`src/design/sacl_pkg.sv`:
```
// Package for the set-associative LRU cache: command codes, controller states
// and the command and status structs between controller and datapath.
// Depends on nothing.
`default_nettype none
package sacl_pkg;

  // Command codes of an input transfer; the fourth code is unused.
  typedef enum logic [1:0] {
    CMD_LOAD  = 2'd0,
    CMD_STORE = 2'd1,
    CMD_FILL  = 2'd2
  } cmd_e;

  // Controller states.
  typedef enum logic [2:0] {
    ST_CLEAR,
    ST_IDLE,
    ST_LOOKUP,
    ST_VICTIM,
    ST_FILL
  } state_e;

  // Commands from the controller to the datapath.
  typedef struct packed {
    logic capture;
    logic hit_upd;
    logic start_scan;
    logic scan_step;
    logic emit_miss;
    logic fill_wr;
    logic clr_step;
  } ctl_t;

  // Status from the datapath to the controller.
  typedef struct packed {
    logic hit;
    logic scan_done;
    logic fill_last;
    logic clr_done;
    logic out_free;
  } sts_t;

endpackage
`default_nettype wire

```
`src/design/sacl_ctrl.sv`:
```
// Controller state machine of the set-associative LRU cache.
// Depends on sacl_pkg.
`default_nettype none
module sacl_ctrl (
  input  wire logic          clk_i,
  input  wire logic          rst_ni,
  input  wire logic          in_valid_i,
  input  wire logic [1:0]    command_i,
  input  wire sacl_pkg::sts_t sts_i,
  output logic               in_stall_o,
  output sacl_pkg::ctl_t     ctl_o
);
  import sacl_pkg::*;

  state_e state_q, state_d;
  logic   acc;
  logic   is_access;
  logic   is_fill;

  assign acc       = in_valid_i && !in_stall_o;
  assign is_access = (command_i == CMD_LOAD) || (command_i == CMD_STORE);
  assign is_fill   = (command_i == CMD_FILL);

  // State register.
  always_ff @(posedge clk_i or negedge rst_ni) begin
    if (!rst_ni) begin
      state_q <= ST_CLEAR;
    end else begin
      state_q <= state_d;
    end
  end

  // Next state.
  always_comb begin
    state_d = state_q;
    unique case (state_q)
      ST_CLEAR: begin
        if (sts_i.clr_done) state_d = ST_IDLE;
      end
      ST_IDLE: begin
        if (acc && is_access) state_d = ST_LOOKUP;
      end
      ST_LOOKUP: begin
        if (!sts_i.hit) state_d = ST_VICTIM;
        else if (sts_i.out_free) state_d = ST_IDLE;
      end
      ST_VICTIM: begin
        if (sts_i.scan_done && sts_i.out_free) state_d = ST_FILL;
      end
      ST_FILL: begin
        if (acc && is_fill && sts_i.fill_last) state_d = ST_IDLE;
      end
      default: state_d = ST_IDLE;
    endcase
  end

  // Outputs.
  always_comb begin
    ctl_o      = '0;
    in_stall_o = 1'b1;
    unique case (state_q)
      ST_CLEAR: begin
        ctl_o.clr_step = 1'b1;
      end
      ST_IDLE: begin
        in_stall_o    = !sts_i.out_free;
        ctl_o.capture = acc && is_access;
      end
      ST_LOOKUP: begin
        ctl_o.hit_upd    = sts_i.hit && sts_i.out_free;
        ctl_o.start_scan = !sts_i.hit;
      end
      ST_VICTIM: begin
        ctl_o.scan_step = !sts_i.scan_done;
        ctl_o.emit_miss = sts_i.scan_done && sts_i.out_free;
      end
      ST_FILL: begin
        in_stall_o    = !sts_i.out_free;
        ctl_o.fill_wr = acc && is_fill;
      end
      default: begin
        in_stall_o = 1'b1;
      end
    endcase
  end

endmodule
`default_nettype wire

```
`config.mk`:
```
export PLATFORM = sky130hd
export DESIGN_NAME = sacl_ctrl
export DESIGN_NICKNAME = d
export VERILOG_FILES = /design/src/design/sacl_pkg.sv /design/src/design/sacl_ctrl.sv
export SDC_FILE = /design/constraint.sdc
export NUM_CORES = 1
export LEC_CHECK = 0
export CORE_AREA = 2 2 39 41
export DETAILED_ROUTE_END_ITERATION = 10
export DIE_AREA = 0 0 41 43
export DONT_BUFFER_PORTS = 1
export PLACE_DENSITY = 0.39
export SLEW_MARGIN = 20
export SYNTH_ARGS = -nofsm -noshare
export SYNTH_HDL_FRONTEND = slang
export SYNTH_SLANG_ARGS = --single-unit
```
`constraint.sdc`:
```
create_clock -name clk_i -period 2.99 [get_ports clk_i]
set_input_delay 0 -clock clk_i [delete_from_list [all_inputs] [get_ports clk_i]]
set_output_delay 0 -clock clk_i [all_outputs]
set_load 0.02 [all_outputs]
```
# Yosys cells after proc, flatten, opt, wreduce, memory -nomap -nowiden
# Cells that the tools add are included.
[classes]
addsub = 0
n_mul = 0
n_div = 0
n_lt_le_gt_ge = 0
n_eq_ne = 11
shift = 0
mux = 13
bitwise_logic = 0
n_reduce_logical = 15
[ops]
columns = ["op", "count"]
rows = [
  ["two-way mux 3 bit", 6],
  ["case mux 3 bit (5 select lines)", 1],
  ["inequality test 2 bit (second input constant)", 4],
  ["== test 3 x 2 -> 1 bit (second input constant)", 2],
  ["logical AND 1 bit", 6],
  ["AND reduction 5 bit", 1],
  ["zero test 1 bit", 4],
  ["two-way mux 1 bit", 4],
  ["two-way mux 2 bit", 2],
  ["== test 3 x 1 -> 1 bit (second input constant)", 1],
  ["== test 3 bit (second input constant)", 1],
  ["zero test 3 bit", 1],
  ["inequality test 3 bit (second input constant)", 1],
  ["== test 2 x 1 -> 1 bit (second input constant)", 1],
  ["== test 2 bit (second input constant)", 1],
  ["zero test 2 bit", 1],
  ["OR reduction 2 bit", 1],
  ["logical OR 1 bit", 1],
]
[word_totals]
reg_bits = 3
latch_bits = 0
ramBits = 0
romBits = 0
inputBits = 10
output_inout_bits = 8
word_cells = 40
n_memories = 0

# Depth between registers and ports, before layout
# Gate-level depths: netlist of run 1.
[depth]
word_depth = 9
mapped_depth = 5
depth_no_buf = 4

# Least setup slack after synthesis of run 1
# Ideal clock, no wire load.
[synth_timing]
path_type = "reg-to-reg"
startpoint = "register state_q[2]"
endpoint = "register state_q[1]"
setup_ns = 0.066
arrival_time_ns = 1.253
required_time_ns = 2.924
path_slack_ns = 1.671
path_stages_with_launch = 5
path_buffers = 0
synth_period_minus_slack_ns = 1.319
cell_sequence = "dfrtp_1 -> xnor2_1 -> nor3b_2 -> and4b_1 -> nand2b_1"
[synth_between]
elab_chain_len = 9
elab_cells_between_ends = 19
cone_classes = "9 x eq/ne; 2 x mux; 8 x reduce/logical"
[synth_lines]
columns = ["element", "line_no", "source"]
rows = [
  ["from (decl)", "sacl_ctrl.sv:15", "state_e state_q, state_d;"],
  ["from (signal assigned)", "sacl_ctrl.sv:29", "state_q <= state_d;"],
  ["== test 3 bit / == test 3 x 1 -> 1 bit (equally long branches)", "sacl_ctrl.sv:36, sacl_ctrl.sv:61", ""],
  ["OR reduction 2 bit (no source line)", "n/a", ""],
  ["two-way mux 1 bit", "n/a", ""],
  ["zero test 1 bit", "sacl_ctrl.sv:20", "assign acc = in_valid_i && !in_stall_o;"],
  ["logical AND 1 bit", "sacl_ctrl.sv:20", ""],
  ["logical AND 1 bit (2 in a row)", "sacl_ctrl.sv:51", "if (acc && is_fill && sts_i.fill_last) state_d = ST_IDLE;"],
  ["inequality test 2 bit (no source line)", "n/a", ""],
  ["AND reduction 5 bit (no source line)", "n/a", ""],
]
# Parallel ways exist; a longest one is shown, timed or not.
# A chain may end at the register's enable or synchronous reset.

==> impl_results.md, run 1 <==
* RSZ-0062 raised after global routing: no
* Row count at 14
* First-pass GRT wire length at 1190 um
* #FFs+latches synth at 3
* WL final at 713 um
* Root buf cell: clkbuf_4
* Max Fanout on Critical Path at 14
* Hold Fails Final Rpt at 0
* Critical path origin: state_q[0]
* Outcome: completed
* Number of fill cells in the layout at 155
* R2R Path Start: state_q[0]
* Peak VDD IR at 0.000207 V
* Power per cell area at 668 nW/um^2
* Post-synth cell types at 24
* CP max-delay cell: dfrtp_1
* Worst Skew at 0.00263 ns
* Routed vias/inst at between 4 and 5
* Cells along the critical path: xnor2_1, nor3b_2, nand3_1, nor2_1
* CTS tree: yes
* Slowest stage delay, CP at 0.51 ns
* CP Capture Type: output pin
* Area growth, synth to finish at 13.0%
* Final Util at 0.259
* Fin nets at 56
* Port buffer count at 0
* Post-CTS Setup Bufs at 0
* Clock tree buffer depth at 2
* Initial Util at 0.230
* Slew HR at 0.574
* Share of the synthesized area in the top cell type at 0.236
* Global Route Usage Sum at 0.0997
* Worst-Margin Slew at 0.634 ns
* Synth Instances at 42
* Leading area contributor after synthesis: dfrtp_1
* DIE AREA at 1760 um^2
* Post-synthesis sequential area ratio at 0.236
* Largest net degree at the start of global routing at 15
* Post-Layout Cell Count at just over 60
* Initial antenna violation count at 0
* Routed via count at 300
* # placed instances at 56
* Most frequent cells in the layout: nand2_1, nor2_1, nor3_1, clkbuf_4, dfrtp_1
* Arrival time worst endpoint at ~1.6 ns
* Largest Register: state_q
* Max Clock Freq at 615 MHz
* Largest cells by area after synthesis: dfrtp_1, nand2_1, nor2_1
* Tot Pwr at 240 uW
* CP top delay family: simple AND/OR/NAND/NOR gates
* Most common cell after layout, fill and taps aside: nand2_1
* Post-route DRC at 0
* Startpoint class of the critical path: register
* Cts hold-fix bufs at 1
* Global route total overflow at 0
* Mapped Nets at 52
* Post-Syn Area at between 300 and 400 um^2
* Largest registers: state_q: 3 flops
* CP required at between 2 and 3 ns
* Hold WS at 0.0178 ns
* Skew-Pair Late Insertion Delay at about 0.23 ns
* Avg Inst Size Synth at 7.57 um^2
* Worst Hold Class: in2async
* TritonRoute pass-1 iters at 2
* Syn. warnings at 0
* Clock-pin slew on the worst setup and hold paths at about 0.040 ns
* # resized after CTS at 0
* Post-route ant nets at 0
* CTS Buf Count at 3
* CTS Sinks at 3
* Post-DR wirelength/cell at between 10 and 15 um
* Global placer's final weighted congestion at around 0.63
* Register-to-register setup slack at 1.43 ns
* Min Tclk post-route at 1.63 ns
* H-tree Lvls at 1
* Iter 0 DRT Violations at 2
* P_leak at 0.134 nW
* Core ar. at 1380 um^2
* Setup violators final at 0
* Vias in the first global route at 276
* Die height at 43 um
* Ports at 18
* Layout cells sized above 1 at 0.156
* Post-DP HPWL at 575 um
* TNS Setup at 0 ns
* Die X at 41 um
* Maxcap violations at 0
* Max Transition Viols Final at 0
* Kind of critical path: reg2out
* Max reg flops at 3
* Antenna diodes at 0
* Final period util at 0.544
* Worst path buffer plus inverter count at 0
==> area by class of cell <==
class                           count  area, um^2  area share
Clock buffer                        4        26.3      0.0732
Inverter                            1        3.75      0.0105
Multi-Input combinational cell     36         224       0.624
Sequential cell                     3        75.1       0.209
Tap cell                           16        20.0      0.0557
Timing Repair Buffer                1        10.0      0.0279
==> path summary, 6_finish.rpt <==
path,to,cells past startpoint
setup / recovery,ctl_o[1],4
hold / removal,state_q[0],1
setup reg to reg,state_q[1],4
max in group asynchronous,state_q[1],1
min in group clk_i,state_q[2],2
hold reg to reg,state_q[0],1
==> synth_stat cells, drive strengths merged <==
cell,count
buf,2
nor2b,2
and4b,1
o21ai,1
o22ai,1
and2b,2
nand3,1
nand2,7
inv,1
a21oi,1
o21a,1
a2bb2oi,1
o22a,2
mux2i,1
xnor2,1
a41o,1
nand2b,2
a211oi,1
nor2,6
nor3b,1
dfrtp,3
nor3,3
==> layer usage <==
| metal | global-route usage | vias up | part of all wire |
|---|---|---|---|
| met1 | 0.133 | 139 | 0.42 |
| met4 | 0.0400 | 0 | 0 |
| li1 | - | 154 | - |
| met2 | 0.134 | 7 | 0.53 |
| met3 | 0.0471 | 0 | 0.045 |
| met5 | 0 | - | 0 |
==> metrics by stage <==
stage          worst slack (ns)  cell area (um^2)
6_report                   1.36               359
5_1_grt                    1.17               359
2_1_floorplan              1.67               318
3_5_place_dp               1.42               323
3_3_place_gp               1.45               323
4_1_cts                    1.34               359
==> cell families (layout without fill, tap and decap cells) <==
| group | Yosys count | count (layout) | synth area share |
|---|---|---|---|
| and+or+nand+nor | 25 | 25 | 0.433 |
| AOI/OAI and AO/OA | 9 | 9 | 0.213 |
| DFF | 3 | 3 | 0.236 |
| buffers and inverters | 3 | 6 | 0.0590 |
| xor gates and xnor gates | 1 | 1 | 0.0276 |
| muxes | 1 | 1 | 0.0315 |
==> worst reg2reg max path, stage by stage, from the launching register on <==
cell      delay, ns
dfrtp_1        0.51
xnor2_1        0.20
nor3b_2        0.25
and4b_1        0.37
nand2b_1       0.15
==> report_power, final <==
group | internal (mW) | switching, mW | leakage (nW)
clock | 0.0500 | 0.0208 | 0.0150
sequential | 0.0491 | 0.0281 | 0.0373
combinational | 0.0414 | 0.0504 | 0.0822
No activity file was read; power rests on OpenSTA's default activity.
==> run 2, diff against run 1 <==
- PLACE_DENSITY: 0.39 -> 0.4
- clock period: 2.99 -> 1.3 ns (I/O delays scaled with it)
==> impl_results.md, run 2 (synthesis results as in run 1) <==
* Outcome: finished, violations left
* Failing checks: negative setup slack
* CTS tree: yes
* Hold Fails Final Rpt at 0 (unchanged)
* GRT met3 Usage at 0.0314 (-0.0157)
* Max Clock Freq at 669 MHz
* H-tree Lvls at 1 (unchanged)
* R2R Path Start: state_q[0]
* Area growth, synth to finish at 62.2%
* Fin nets at 70 (+25%)
* CTS Sinks at 3 (unchanged)
* Root buf cell: clkbuf_4
* Maxcap violations at 0 (unchanged)
* Critical path origin: state_q[0]
* Crit path to: ctl_o[1]
* Peak VDD IR at 0.000467 V (+130%)
* Most common cell after layout, fill and taps aside: buf_4
* Clock-pin slew on the worst setup and hold paths at 0.04 ns (about the same)
* Port buffer count at 0 (unchanged)
* Worst Hold Class: in2async
* Kind of critical path: reg2out
* Min Tclk post-route at 1.49 ns
* WL final at 928 um (+30%)
* Max Transition Viols Final at 0 (unchanged)
* Largest registers: state_q: 3 flops
* Met1 Resource Use GR at 0.129 (-0.00450)
* Vias in the first global route at 352 (+28%)
* Power per cell area at 1410 nW/um^2 (+110%)
* Worst-Margin Slew at 0.238 ns (-0.395 ns)
* Worst r2r path cells at 5 (+1)
* Post-route ant nets at 0 (unchanged)
* Initial Util at 0.230 (unchanged)
* Final Util at 0.373 (+0.113)
* PnR worst setup slack at -0.194 ns (-1.56 ns)
* Post-route DRC at 0 (unchanged)
* Antenna diodes at 0 (unchanged)
* Setup violators final at 7 (+7)
* Post-DR wirelength/cell at 12.4 um (+5.9%)
* Row count at 14 (unchanged)
* Register-to-register setup slack at -0.03 ns (-1.46 ns)
* TritonRoute pass-1 iters at 4 (+2)
* M2 GR Usage at 0.175 (+0.0406)
* Most frequent cells in the layout: buf_4, nand2_1, nor2_1, buf_6, clkbuf_4
* Global route total overflow at 0 (unchanged)
* Largest Register: state_q
* Top Usage Layer GRT: met2
* Die height at 43 um (unchanged)
* Arrival time worst endpoint at 1.49 ns (-0.14 ns)
* Clock tree buffer depth at 2 (unchanged)
* Routed vias/inst at 4.83 (-1.9%)
* Layout cells sized above 1 at 0.525 (+0.370)
* RSZ-0062 raised after global routing: yes
* Skew-Pair Late Insertion Delay at 0.25 ns (+0.02 ns)
* CP required at 1.30 ns (-1.69 ns)
* Initial antenna violation count at 0 (unchanged)
* Largest net degree at the start of global routing at 14 (-1)
* CTS Buf Count at 3 (unchanged)
* DIE AREA at 1760 um^2 (unchanged)
* CP Capture Type: output pin
* P_leak at 0.212 nW (+57%)
* First-pass GRT wire length at 1370 um (+15%)
* Startpoint class of the critical path: register
* Iter 0 DRT Violations at 8 (+6)
* Post-DP HPWL at 639 um (+11%)
* Reg2reg end: state_q[0]
* Ports at 18 (unchanged)
* Core ar. at 1380 um^2 (unchanged)
* Max Fanout on Critical Path at 3 (-11)
* Die X at 41 um (unchanged)
* Global Route Usage Sum at 0.123 (+0.0238)
* Slew HR at 0.840 (+0.266)
* Routed via count at 362 (+21%)
* Pre-CTS setup slack at 0.0445 ns (-1.37 ns)
* Worst Skew at 0.00606 ns (+0.00343 ns)
* Final period util at 1.15
* Max reg flops at 3 (unchanged)
* Global placer's final weighted congestion at 0.709 (+12%)
-- run 2: cell count changes in the layout (fill, tap and decap cells not counted), sizes merged --
cell | before | now
buf | 0 | 14
-- run 2: through the flow --
step	hold slack, ns	instances	TNS [ns]	area, um^2	total power, mW
after floorplan	-0.296	42	0	319	0.379
after global routing	0.00940	75	-1.23	515	0.784
after CTS	0.000755	74	-0.497	472	0.682
after global placement	-0.296	68	0	414	0.479
final	0.00232	75	-0.505	515	0.729
after detailed placement	-0.296	68	0	414	0.474
-- run 2: per-layer routing --
layer | up-vias | part of all wire
met5 | - | 0
met4 | 0 | 0.034
met3 | 4 | 0.077
met2 | 15 | 0.52
met1 | 161 | 0.37
li1 | 182 | -
-- run 2: worst min-delay path by stage --
stage | start | endpoint | slack (ns)
after detailed placement | rst_ni | state_q[2] | -0.30
after CTS | rst_ni | state_q[1] | 0.0008
after floorplan | rst_ni | state_q[0] | -0.30
final | rst_ni | state_q[1] | 0.002
after global placement | rst_ni | state_q[2] | -0.30
after global routing | rst_ni | state_q[1] | 0.009
-- run 2: report_power, final --
group          internal, mW  switching [mW]
clock                 0.116          0.0594
combinational         0.209           0.203
sequential            0.115          0.0258
-- run 2: final cells by class --
type,count,area (um^2)
Fill cell,158,868
Multi-Input combinational cell,36,259
Timing Repair Buffer,15,130
Sequential cell,3,76.3
Clock buffer,4,26.3
Tap cell,16,20.0
Inverter,1,3.75
-- run 2: worst max-delay path, stage by stage, from the launching register on --
cell and delay, ns:
dfrtp_1 0.38, xnor2_1 0.14, nor3b_2 0.27, buf_4 0.16, nand3_2 0.07, nor2_2 0.10, buf_6 0.12
-- run 2: repair_timing --
| action | in CTS | in global routing |
|---|---|---|
| setup buffers | 1 | 2 |
| pin swaps | 0 | 8 |
| endpoints found under the hold margin | 3 | 0 |
| setup endpoints to repair | 5 | 10 |
| gates resized for setup | 3 | 11 |
| hold buffers | 1 | 0 |
